$ cat src/sv/least_frequent_value_finder_assert.svh
// Assertion macros of the least frequent value finder.
`ifndef LEAST_FREQUENT_VALUE_FINDER_ASSERT_SVH
`define LEAST_FREQUENT_VALUE_FINDER_ASSERT_SVH

// Same-cycle implication, disabled while reset is held.
`define LFVF_ASSERT_NOW(label, clk, rst_n, ante, cons) \
    label: assert property (@(posedge clk) disable iff (!(rst_n)) (ante) |-> (cons)) \
        else $error("lfvf assertion failed");

// Next-cycle implication, disabled while reset is held.
`define LFVF_ASSERT_NEXT(label, clk, rst_n, ante, cons) \
    label: assert property (@(posedge clk) disable iff (!(rst_n)) (ante) |=> (cons)) \
        else $error("lfvf assertion failed");

`endif

$ cat src/sv/lfvf_pkg.sv
// Shared constants and types of the least frequent value finder.
package lfvf_pkg;

    localparam int MAX_ITEMS  = 128;
    localparam int VALUE_BITS = 31;
    localparam int COUNT_BITS = 8;
    localparam int CNT_W      = $clog2(MAX_ITEMS + 1);

    localparam int S_TDATA_W = ((VALUE_BITS + 7) / 8) * 8;
    localparam int M_TDATA_W = ((VALUE_BITS + COUNT_BITS + 7) / 8) * 8;

    localparam logic [COUNT_BITS-1:0] COUNT_MAX = '1;

    typedef enum logic [1:0] {
        S_LOAD  = 2'b01,
        S_DRAIN = 2'b10
    } t_state;

    // Broadcast controls from the sequencer to every cell.
    typedef struct packed {
        logic alloc;   // shift up, new distinct value enters cell 0
        logic inc;     // matching cell counts one more occurrence
        logic drain;   // shift down toward the reducer
    } t_cell_ctl;

endpackage

$ cat src/sv/lfvf_reducer.sv
// Running minimum over (count, value) pairs drained from the chain.
module lfvf_reducer (
    input  logic                             i_clk,
    input  logic                             i_step,
    input  logic                             i_start,
    input  logic [lfvf_pkg::VALUE_BITS-1:0]  i_value,
    input  logic [lfvf_pkg::COUNT_BITS-1:0]  i_count,
    output logic [lfvf_pkg::VALUE_BITS-1:0]  o_value,
    output logic [lfvf_pkg::COUNT_BITS-1:0]  o_count
);
    import lfvf_pkg::*;

    logic [VALUE_BITS-1:0] r_best_value;
    logic [COUNT_BITS-1:0] r_best_count;
    logic                  w_take;

    // Fewer occurrences wins, smaller value breaks a tie
    always_comb begin
        w_take = i_start || (i_count < r_best_count) ||
                 ((i_count == r_best_count) && (i_value < r_best_value));
        o_value = w_take ? i_value : r_best_value;
        o_count = w_take ? i_count : r_best_count;
    end

    // Hold the best pair seen so far
    always_ff @(posedge i_clk) begin
        if (i_step) begin
            r_best_value <= o_value;
            r_best_count <= o_count;
        end
    end

endmodule

$ cat config.mk
export PLATFORM = sky130hd
export DESIGN_NAME = lfvf_reducer
export DESIGN_NICKNAME = d
export VERILOG_FILES = /design/src/sv/least_frequent_value_finder_assert.svh /design/src/sv/lfvf_pkg.sv /design/src/sv/lfvf_reducer.sv
export SDC_FILE = /design/constraint.sdc
export NUM_CORES = 1
export LEC_CHECK = 0
export ABC_AREA = 1
export BUFFER_PORTS_ARGS = -buffer_cell sky130_fd_sc_hd__buf_2
export CORE_UTILIZATION = 48
export DETAILED_ROUTE_END_ITERATION = 16
export PLACE_DENSITY_LB_ADDON = 0.12
export SLEW_MARGIN = 20
export SYNTH_ARGS = -nofsm -noshare
export SYNTH_HDL_FRONTEND = slang
export SYNTH_SLANG_ARGS = --single-unit
$ cat constraint.sdc
create_clock -name i_clk -period 1.8 [get_ports i_clk]
set_input_delay 0.18 -clock i_clk [delete_from_list [all_inputs] [get_ports i_clk]]
set_output_delay 0.18 -clock i_clk [all_outputs]
set_load 0.05 [all_outputs]
==> results of run 1 <==
-- timing repair --
item	4_1_cts
cloned	4
gates resized for setup	187
setup endpoints to repair	78
pin swaps	10
buffers inserted	11
-- through the flow --
step / hold WS (ns) / instance area [sq um] / setup TNS [ns]
3_5_place_dp: 0.5104 / 4090 / -34.66
2_1_floorplan: 0.2925 / 3334 / -10.49
4_1_cts: 0.1998 / 5062 / -34.53
3_3_place_gp: 0.5069 / 4090 / -28.72
-- kinds of logic after synthesis --
kind of cell             after synthesis  share of synthesized area
adder cells (fa/ha/maj)               38                     0.1681
AO/OA/AOI/OAI                         21                    0.04025
buffers and inverters                 64                    0.09995
AND/OR/NAND/NOR                      182                     0.2778
flip-flops                            39                     0.4140
==> flow_metrics.tcl, run 1 <==
set metrics [dict create \
    grt_max_degree 40 \
    cts_buffers 5 \
    synth_nets 424 \
    syn_area_per_cell_sq_um 8.224 \
    synth.top_cell.area_share 0.4140 \
    cts_root_buffer "clkbuf_8" \
    yosysWarningCount 0 \
    hpwlAfterDp_um 5234 \
    synth-async-reset-ratio 0 \
    synth_top_area_cell "edfxtp_1" \
    die_x_um 78.77 \
    pre_cts_ws_ns -0.5884 \
    chipHeight_um 78.77 \
    cts_hold_buffers 0 \
    port-buffer-count 80 \
    failing_step "5_1_grt" \
    synth_edf_count 39 \
    synth_cell_types 20 \
    start_util 0.5045 \
    htree_levels 2 \
    worst_endpoint "o_count[4]" \
    synth_area_leaders "edfxtp_1 41%, ha_1 17%, nand2_1 15%" \
    num_rows 27 \
    cts_max_path_buffers 2 \
    ys_ff_latch 39 \
    error "[ERROR DPL-0038] Utilization greater than 100%, impossible to legalize" \
    gp_congestion 0.7703 \
    pin_count 81 \
    syn_area_sq_um 2829 \
    worstEndpointType "top-level output" \
    status "aborted with a tool error" \
    synth_cells 344 \
    cts.sinks 39 \
    synth-main-ff-cell "edfxtp_1" \
    dpl.cell_count 522 \
    ys_seq_area_frac 0.4140 \
    synth_commonest_cells "114 x nand2_1, 52 x inv_1, 43 x nand3_1" \
    yosysMostFrequentCell "nand2_1" \
]
==> inputs of run 2 (changes only) <==
--- a/config.mk
+++ b/config.mk
@@ -7,9 +7,9 @@
 export LEC_CHECK = 0
 export ABC_AREA = 1
 export BUFFER_PORTS_ARGS = -buffer_cell sky130_fd_sc_hd__buf_2
-export CORE_UTILIZATION = 48
+export CORE_UTILIZATION = 40
 export DETAILED_ROUTE_END_ITERATION = 16
-export PLACE_DENSITY_LB_ADDON = 0.12
+export PLACE_DENSITY_LB_ADDON = 0.15
 export SLEW_MARGIN = 20
 export SYNTH_ARGS = -nofsm -noshare
 export SYNTH_HDL_FRONTEND = slang
==> constraint.sdc (replaced) <==
create_clock -name i_clk -period 2.35 [get_ports i_clk]
set_input_delay 0.235 -clock i_clk [delete_from_list [all_inputs] [get_ports i_clk]]
set_output_delay 0.235 -clock i_clk [all_outputs]
set_load 0.05 [all_outputs]
==> run 2 against run 1 <==
Compared with the run above: the flow now finishes, with violations (negative setup slack); synthesized area did not move; synthesized cell count stayed put.
==> flow_metrics.tcl, run 2 <==
set metrics [dict create \
    status "finished with violations" \
    violations "negative setup slack" \
    multi_input_area_sq_um 1838 \
    grt_pass1_vias 2465 \
    cts.sinks 39 \
    antenna_found_initial 0 \
    htree_levels 2 \
    worstMarginPinSlew_ns 0.6973 \
    critPathMaxFanout 8 \
    max_freq_ghz 0.3955 \
    dieArea_sq_um 7412 \
    wl_met1_um 3217 \
    cp_cell_sequence "inv_1 -> ha_1 -> a21o_1 -> o21ai_0 -> nand2_1 -> nor2_2 -> nand2_4 -> nand2_8 -> clkbuf_16 -> nand2_1 -> nand2_2 -> buf_6" \
    first_iter_violations 114 \
    endpoint_kind "output port" \
    cts_root_buffer "clkbuf_8" \
    die_x_um 86.10 \
    synth_commonest_cells "114 x nand2_1, 52 x inv_1, 43 x nand3_1" \
    synth_top_area_cell "edfxtp_1" \
    num_antenna_cells 0 \
    start_util 0.4164 \
    pre_cts_ws_ns -0.003340 \
    dr_wl_met3_um 292 \
    clk-insertion-delay-late_ns 0.30 \
    layout.nets 535 \
    slowest_delay_ns 0.40 \
    hpwlAfterDp_um 4796 \
    drc 0 \
    yosysMostFrequentCell "nand2_1" \
    seq_area_sq_um 1171 \
    synth_area_leaders "edfxtp_1 41%, ha_1 17%, nand2_1 15%" \
    chipHeight_um 86.10 \
    setup_viol 39 \
    via_per_inst 4.820 \
    final_util 0.6654 \
    finalHoldViolations 0 \
    grt_usage 0.1914 \
    syn_area_sq_um 2829 \
    n_fill_cell 552 \
    hp-class "primary input to register" \
    port-buffer-count 80 \
    cts_max_path_buffers 2 \
    pin_count 81 \
    vias 2656 \
    firstDrtPassIters 4 \
    crit_arrival_ns 2.29 \
    synth_edf_count 39 \
    cts_buffers 5 \
    placed_area_sq_um 3397 \
    syn_area_per_cell_sq_um 8.224 \
    drive_above_1_share 0.4791 \
    finish.instance_area_sq_um 4521 \
    critPathLaunchType "register" \
    synth-main-ff-cell "edfxtp_1" \
    grt_overflow 0 \
    gp_congestion 0.7816 \
    synth.top_cell.area_share 0.4140 \
    tns_ns -5.322 \
    p_per_area_nw_per_um2 593.6 \
    final_common_cell "nand2_1" \
    yosysWarningCount 0 \
    synth_cell_types 20 \
    crit_top_cell "nand2_1" \
    rsz0062_at_grt "true" \
    setup.worst_path.class "register to output port" \
    grt_pass1_wl_um 11180 \
    ir_drop_mv 0.2877 \
    totalWireLength_um 7355 \
    cts_tree "yes" \
    worstPathRequired_ns 2.12 \
    dr_wl_met2_um 3750 \
    grt_max_degree 29 \
    synth_cells 344 \
    synth_nets 424 \
    wl_per_cell_um 13.35 \
    cts.reportedPaths.clkPinSlew_ns 0.08 \
    ys_seq_area_frac 0.4140 \
    drv_cap 0 \
    period_share 1.076 \
    top_register "r_best_value" \
    cts_hold_buffers 0 \
    reg.largest.list "r_best_value x31, r_best_count x8" \
    drtAntennaViolNets 0 \
    clock_skew_ns 0.01221 \
    period_needed_ns 2.529 \
    fin_ws_ns -0.1786 \
    p_total_w 0.002683 \
    synth-async-reset-ratio 0 \
    largest_register_ffs 31 \
    num_rows 30 \
    slew_headroom 0.5351 \
    critPathSlowestCell "edfxtp_1" \
    power_leakage_nw 2.198 \
    dr.max_layer_used "met4" \
    drv_slew 0 \
    area_growth_pct 59.80 \
    ys_ff_latch 39 \
    core_sq_um 6794 \
    most-common-layout-cells "55 x nand2_1, 50 x inv_1, 43 x nand2_2" \
]
## run 2: timing repair
item                       4_1_cts  5_1_grt
setup buffers                    5       17
pin swaps                        5       15
cloned                           1        1
setup endpoints to repair       39       39
gates resized for setup        131       97
## run 2: layout make-up
class / instances / share of cell area
clock buffers: 5 / 0.01522
clock inverters: 2 / 0.001937
inverters: 52 / 0.04318
multi-input cells: 242 / 0.4066
flip-flops and latches: 39 / 0.2591
well taps: 96 / 0.02657
repair buffers: 115 / 0.2474
## run 2: kinds of logic (layout without fill, tap and decap cells)
family,count (synthesis),count (layout),synth area share
adder cells (fa/ha/maj),38,38,0.1681
buffers and inverters,64,174,0.09995
flip-flops,39,39,0.4140
AND/OR/NAND/NOR,182,183,0.2778
AO/OA/AOI/OAI,21,21,0.04025
## run 2: worst paths after layout
check | to | start | cells after the start | slack (ns)
min | r_best_value[8]$_DFFE_PP_ | i_value[8] | 3 | 0.26
max | o_value[19] | r_best_value[26]$_DFFE_PP_ | 12 | -0.18
min reg2reg | r_best_value[3]$_DFFE_PP_ | r_best_value[3]$_DFFE_PP_ | 2 | 0.64
max reg2reg | r_best_value[15]$_DFFE_PP_ | r_best_value[30]$_DFFE_PP_ | 15 | 0.16
## run 2: per-layer routing
layer	global-route usage	up-vias
met5	0	-
met4	0.05455	0
met3	0.03080	9
met2	0.3377	73
met1	0.2407	1233
li1	-	1341
## run 2: through the flow
| step | hold slack [ns] | cells |
|---|---|---|
| finish | 0.2600 | 551 |
| global route | 0.2649 | 551 |
| CTS | 0.2386 | 533 |
| detailed placement | 0.5458 | 520 |
| global placement | 0.5425 | 520 |
| floorplan | 0.3475 | 344 |
## run 2: report_power, final
group	switching, W	total [W]	internal [W]
clock network	0.000252	0.000450	0.000198
logic	0.000785	0.00134	0.000556
registers	0.0000350	0.000892	0.000857
## run 2: worst max-delay path, delay by kind of cell, from the launching register on
kind                     cells  cell delay (ns)
AO/OA/AOI/OAI                2             0.33
flip-flops                   1             0.40
adder cells (fa/ha/maj)      1             0.25
AND/OR/NAND/NOR              6             0.59
buffers and inverters        3             0.41
No activity file was read; power rests on OpenSTA's default activity.
