`src/sv/least_frequent_value_finder_assert.svh`:
```
// Assertion macros of the least frequent value finder.
`ifndef LEAST_FREQUENT_VALUE_FINDER_ASSERT_SVH
`define LEAST_FREQUENT_VALUE_FINDER_ASSERT_SVH

// Same-cycle implication, disabled while reset is held.
`define LFVF_ASSERT_NOW(label, clk, rst_n, ante, cons) \
    label: assert property (@(posedge clk) disable iff (!(rst_n)) (ante) |-> (cons)) \
        else $error("lfvf assertion failed");

// Next-cycle implication, disabled while reset is held.
`define LFVF_ASSERT_NEXT(label, clk, rst_n, ante, cons) \
    label: assert property (@(posedge clk) disable iff (!(rst_n)) (ante) |=> (cons)) \
        else $error("lfvf assertion failed");

`endif

```
`src/sv/lfvf_pkg.sv`:
```
// Shared constants and types of the least frequent value finder.
package lfvf_pkg;

    localparam int MAX_ITEMS  = 128;
    localparam int VALUE_BITS = 31;
    localparam int COUNT_BITS = 8;
    localparam int CNT_W      = $clog2(MAX_ITEMS + 1);

    localparam int S_TDATA_W = ((VALUE_BITS + 7) / 8) * 8;
    localparam int M_TDATA_W = ((VALUE_BITS + COUNT_BITS + 7) / 8) * 8;

    localparam logic [COUNT_BITS-1:0] COUNT_MAX = '1;

    typedef enum logic [1:0] {
        S_LOAD  = 2'b01,
        S_DRAIN = 2'b10
    } t_state;

    // Broadcast controls from the sequencer to every cell.
    typedef struct packed {
        logic alloc;   // shift up, new distinct value enters cell 0
        logic inc;     // matching cell counts one more occurrence
        logic drain;   // shift down toward the reducer
    } t_cell_ctl;

endpackage

```
`src/sv/lfvf_cell.sv`:
```
// One cell of the chain: a distinct value and its occurrence count.
module lfvf_cell (
    input  logic                             i_clk,
    input  lfvf_pkg::t_cell_ctl              i_ctl,
    input  logic                             i_loaded,
    input  logic [lfvf_pkg::VALUE_BITS-1:0]  i_value,
    input  logic [lfvf_pkg::VALUE_BITS-1:0]  i_prev_value,
    input  logic [lfvf_pkg::COUNT_BITS-1:0]  i_prev_count,
    input  logic [lfvf_pkg::VALUE_BITS-1:0]  i_next_value,
    input  logic [lfvf_pkg::COUNT_BITS-1:0]  i_next_count,
    output logic [lfvf_pkg::VALUE_BITS-1:0]  o_value,
    output logic [lfvf_pkg::COUNT_BITS-1:0]  o_count,
    output logic                             o_match
);
    import lfvf_pkg::*;

    logic [VALUE_BITS-1:0] r_value;
    logic [COUNT_BITS-1:0] r_count;
    logic [VALUE_BITS-1:0] n_value;
    logic [COUNT_BITS-1:0] n_count;

    // Compare the broadcast word against the held value
    assign o_match = i_loaded && (r_value == i_value);

    // Shift up on allocate, shift down on drain, count up on a hit
    always_comb begin
        n_value = r_value;
        n_count = r_count;
        if (i_ctl.drain) begin
            n_value = i_next_value;
            n_count = i_next_count;
        end else if (i_ctl.alloc) begin
            n_value = i_prev_value;
            n_count = i_prev_count;
        end else if (i_ctl.inc && o_match && (r_count != COUNT_MAX)) begin
            n_count = r_count + COUNT_BITS'(1);
        end
    end

    always_ff @(posedge i_clk) begin
        r_value <= n_value;
        r_count <= n_count;
    end

    assign o_value = r_value;
    assign o_count = r_count;

endmodule

```
`config.mk`:
```
export PLATFORM = sky130hd
export DESIGN_NAME = lfvf_cell
export DESIGN_NICKNAME = d
export VERILOG_FILES = /design/src/sv/least_frequent_value_finder_assert.svh /design/src/sv/lfvf_pkg.sv /design/src/sv/lfvf_cell.sv
export SDC_FILE = /design/constraint.sdc
export NUM_CORES = 1
export LEC_CHECK = 0
export ABC_CLOCK_PERIOD_IN_PS = 3100
export BUFFER_PORTS_ARGS = -buffer_cell sky130_fd_sc_hd__buf_4
export CAP_MARGIN = 25
export CORE_ASPECT_RATIO = 1.2
export CORE_MARGIN = 8
export CORE_UTILIZATION = 35
export DETAILED_ROUTE_END_ITERATION = 8
export PLACE_DENSITY = 0.78
export SETUP_SLACK_MARGIN = 0.3
export SYNTH_ARGS = -nofsm -noshare
export SYNTH_HDL_FRONTEND = slang
export SYNTH_SLANG_ARGS = --single-unit
```
`constraint.sdc`:
```
create_clock -name i_clk -period 3.1 [get_ports i_clk]
set_input_delay 0.31 -clock i_clk [delete_from_list [all_inputs] [get_ports i_clk]]
set_output_delay 0.31 -clock i_clk [all_outputs]
set_load 0.02 [all_outputs]
```
* After elaboration in Yosys (flattened, before gate mapping) *
Index checks and enable logic that the tools add are counted.

operators by class
  add/subtract/negate cells = 1
  eq/ne operators = 2
  multiplexer cells = 5
  reduce and logical (&&, ||, !) cells = 5

operators by type and width
  kind                                         number
  2-to-1 mux 31 bit                            2
  == test 31 bit                               1
  2-to-1 mux 8 bit                             3
  adder 8 x 1 -> 8 bit, second input constant  1
  != test 8 bit, second input constant         1
  logical AND 1 bit                            3
  nonzero test 3 bit                           1
  nonzero test 2 bit                           1

storage, ports and cells
  flip-flop bits (word level) = 39
  bits of input ports = 114
  output and inout bits = 40

* Logic depth before layout (Yosys ltp) *
  depth after elaboration = 7
  mapped depth = 5

* Least setup slack after synthesis *
OpenSTA, ideal clock, no wires.

  path kind = register -> register
  from = reg r_value[12] (netlist: o_value[12])
  to = reg r_count[0] (netlist: o_count[0]), enable pin
  data arrival time = 2.039 ns
  data required time = 2.713 ns
  path slack = 0.674 ns
  cell stages (with the launch flop) = 5
  clock period less this slack = 2.426 ns
  cell sequence = edfxtp_1 -> xnor2_1 -> nand4_1 -> or4_1 -> o31ai_1

on the way
  word-level cells in the longest chain between the ends = 5

ends and longest elaborated chain
  what                                 line             text
  from (decl)                          lfvf_cell.sv:17  logic [VALUE_BITS-1:0] r_value;
  from (signal assigned)               lfvf_cell.sv:41  r_value <= n_value;
  == test 31 bit                       lfvf_cell.sv:23  assign o_match = i_loaded && (r_value == i_value);
  logical AND 1 bit                    lfvf_cell.sv:23
  logical AND 1 bit (2 in a row)       lfvf_cell.sv:35  end else if (i_ctl.inc && o_match && (r_count != COUNT_MAX)) begin
  nonzero test 3 bit (no source line)  -
  to (signal assigned)                 lfvf_cell.sv:42  r_count <= n_count;
  to (decl)                            lfvf_cell.sv:18  logic [COUNT_BITS-1:0] r_count;

No other way between the ends.
A chain may end at the register's enable or synchronous reset.

* Worst setup path in the final report *
  from = reg r_value[7] (netlist: o_value[7])
  to = out o_match

on the way
  word-level cells in the longest chain between the ends = 2

ends and longest elaborated chain
  what               line             text
  == test 31 bit     lfvf_cell.sv:23
  logical AND 1 bit  lfvf_cell.sv:23
  to (decl)          lfvf_cell.sv:13  output logic o_match

No other way between the ends.

==> key figures <==
Pwr
  • Power Density: 415.0 nW/um^2
  • Max VDD drop: 0.2428 mV
  • Combinational power share: 29.8%
  • Internal power: 0.001052 W
  • Clk network pwr share: 22.3%
  • Net Sw Frac: 27.85%
  • Static leakage: 1.526 nW
  • Total power: 0.001458 W
  • Sequential power share: 47.8%
  • Switch Pwr: 0.0004062 W

Timing
  • Setup_tns: 0 ns
  • Final Hold Fails: 0
  • Slew HR: 76.15%
  • Fin. max-slew vios: 0
  • Minimum clock period: 2.154 ns
  • Final Skew: 0.005936 ns
  • RSZ-0062 raised after global routing: false
  • Final setup violation count: 0
  • Part of the cycle the worst path needs: 69.48%
  • Worst-Margin Slew: 0.3578 ns
  • Fmax: 464.3 MHz

Die
  • Die width: 88.10 um
  • Die ar.: 9032 um^2
  • Initial Util: 36.08%
  • Die Height: 102.5 um
  • Core Box Area: 6051 um^2
  • Boundary pin count: 154
  • Rows: 31

Synthesis
  • Post-synth cell types: 24
  • Prevailing post-synth register cell: edfxtp_1
  • Area leader, netlist: edfxtp_1
  • Adder-cell area share of the yosys netlist: 0.5731%
  • Portion of netlist area occupied by mux cells: 17.88%
  • Synth Register Bits: 39
  • Ys Warns: 0
  • EDFF count, synth: 39
  • Synth Net Count: 282
  • Mean post-synth cell area: 13.07 um^2
  • Largest family of logic cells by synthesized area: multiplexers
  • Post-Syn Area: 2183 um^2
  • Cells after synthesis: 167
  • Top-area cell type share of the netlist area: 53.64%
  • Synth Area in Compound Gates: 4.699%
  • Post-Synth XOR/XNOR Area: 13.64%
  • Post-synthesis sequential area ratio: 53.64%
  • Most common library cells after synthesis: edfxtp_1, mux2_2, xnor2_1, xor2_1, nand2_1
  • Most common cell in the synthesized netlist: edfxtp_1
  • Synth Area in Simple Gates: 8.080%
  • FFs w/ async S/R, synth: 0%
  • Main area contributors after synthesis: edfxtp_1, mux2_2, xnor2_1

Clocking
  • CTS buffer count: 5
  • TritonCTS clock tree: built
  • CTS Root Cell: clkbuf_8
  • CTS H-tree lvls: 2
  • Hold-fix buffers at CTS: 0
  • Clock Sinks: 39
  • Clock Pin Slew Worst Setup and Hold Paths: 0.08 ns
  • Post-CTS Setup Repair Bufs: 0
  • Clk buf depth: 2
  • Post-CTS sizing: 0
  • Clock insertion delay at the later pin of the skew report: 0.28 ns

Finish
  • Final nets: 439
  • Fillers: 532
  • Layout cells sized above 1: 60.00%
  • Antenna Diode Count: 0
  • FF/Latch Area: 1171 um^2
  • P&R area growth vs syn: 60.92%
  • Multi-input gate area: 979.7 um^2

GRT
  • Initial antenna violation count: 0
  • GR Layer Usage met1: 14.37%
  • GR met2 Demand/Resource: 27.84%
  • Busiest layer in global routing: met2
  • Global-route wire length before repair: 10190 um
  • GRT Residual Overflow: 0
  • Routing usage on met3: 5.742%
  • Vias in the first global route: 2130
  • Total GRT Usage: 14.77%
  • Pin count of the biggest net entering global routing: 28

Outcome
  • Status: completed

Setup path
  • Crit. End Element: output port
  • Crit path max-delay family: simple AND/OR/NAND/NOR gates
  • Critical Path AT: 1.84 ns
  • Critical path startpoint category: register
  • Buf/Inv on CP: 1
  • Crit path kind: reg -> out
  • Critical Path RT: 2.79 ns
  • Crit-path cells: xnor2_1 -> nand4_1 -> or4_1 -> nor2_1 -> buf_4
  • Crit-path max cell delay: 0.56 ns
  • Slowest-stage cell, CP: or4_1
  • Critical-path maximum fanout: 2
  • Worst R2R Setup Slack: 1.07 ns

Route
  • WL final: 6800 um
  • Drt first-iter violations: 50
  • Detailed Routing Iterations Pass 1: 4
  • # DRC: 0
  • Final ANT Viol Nets: 0
  • WL/cell: 16.71 um
  • Vias: 1876
  • Vias per inst: 4.609

Placement
  • Port-buffer cells: 153
  • Dpl hpwl: 5794 um
  • Routability cong.: 0.8037

Flow run
  • Max Cap Viol: 0

Hold path
  • Hold Path Class: in -> reg
sequential cells by signal, indices dropped and copies added (netlist names):
| register | cells |
|---|---|
| o_count | 8 |
| o_value | 31 |
path summary, 6_finish.rpt:
kind                                 startpoint  cells after the start    endpoint
worst max-delay path                 o_value[7]                      5     o_match
worst min-delay path            i_next_value[5]                      2  o_value[5]
worst max register to register       o_value[7]                      5  o_count[4]
worst min register to register       o_count[7]                      3  o_count[7]
power by group through the flow:
stage / sequential [W] / clock (W) / combinational (W)
2_1_floorplan: 0.000777 / 0 / 0.000134
3_3_place_gp: 0.000708 / 0 / 0.000435
3_5_place_dp: 0.000710 / 0 / 0.000440
4_1_cts: 0.000698 / 0.000337 / 0.000442
5_1_grt: 0.000708 / 0.000362 / 0.000464
6_report: 0.000697 / 0.000325 / 0.000435
placed cells by master, fill, tap and decap left out, drive strengths merged:
cell    count
a21oi       1
buf       156
clkbuf      7
clkinv      1
edfxtp     39
ha          1
inv         2
mux2       32
mux2i       3
nand2       9
nand2b      3
nand3       3
nand4       7
nor2        3
nor3        3
nor4        4
o21a        3
o21ai       9
o31ai       4
or4         1
xnor2      18
xor2       16
stage by stage:
stage               instance area, um^2  setup slack (ns)  cells  utilization (%)  hold WS [ns]
floorplan                          2183            0.6740    167                -        0.5012
global route                       3513            0.8455    407            58.06        0.3128
CTS                                3513            0.9146    407            58.06        0.3171
finish                             3513            0.9461    407            58.06        0.3257
global placement                   3432             1.079    399            56.72        0.6012
detailed placement                 3432             1.055    399            56.72        0.6149
cell families (layout without fill, tap and decap cells):
| group | Yosys count | in the layout |
|---|---|---|
| adders and majority gates | 1 | 1 |
| and+or+nand+nor | 33 | 33 |
| DFF | 39 | 39 |
| AOI/OAI and AO/OA | 17 | 17 |
| muxes | 35 | 35 |
| buffers and inverters | 8 | 166 |
| xor gates and xnor gates | 34 | 34 |
metal layers:
layer  vias up  wire length, um
li1        937                -
met1       857             2274
met2        75             3822
met3         7              626
met4         0               77
met5         -                0
cell type report:
cell class	count	share of cell area, %
sequential	39	33.33
timing repair buffer	156	33.33
multi-input combinational	120	27.88
tap	82	2.920
clock buffer	7	2.172
inverter	2	0.2137
clock inverter	1	0.1425
No activity file was read; power rests on OpenSTA's default activity.
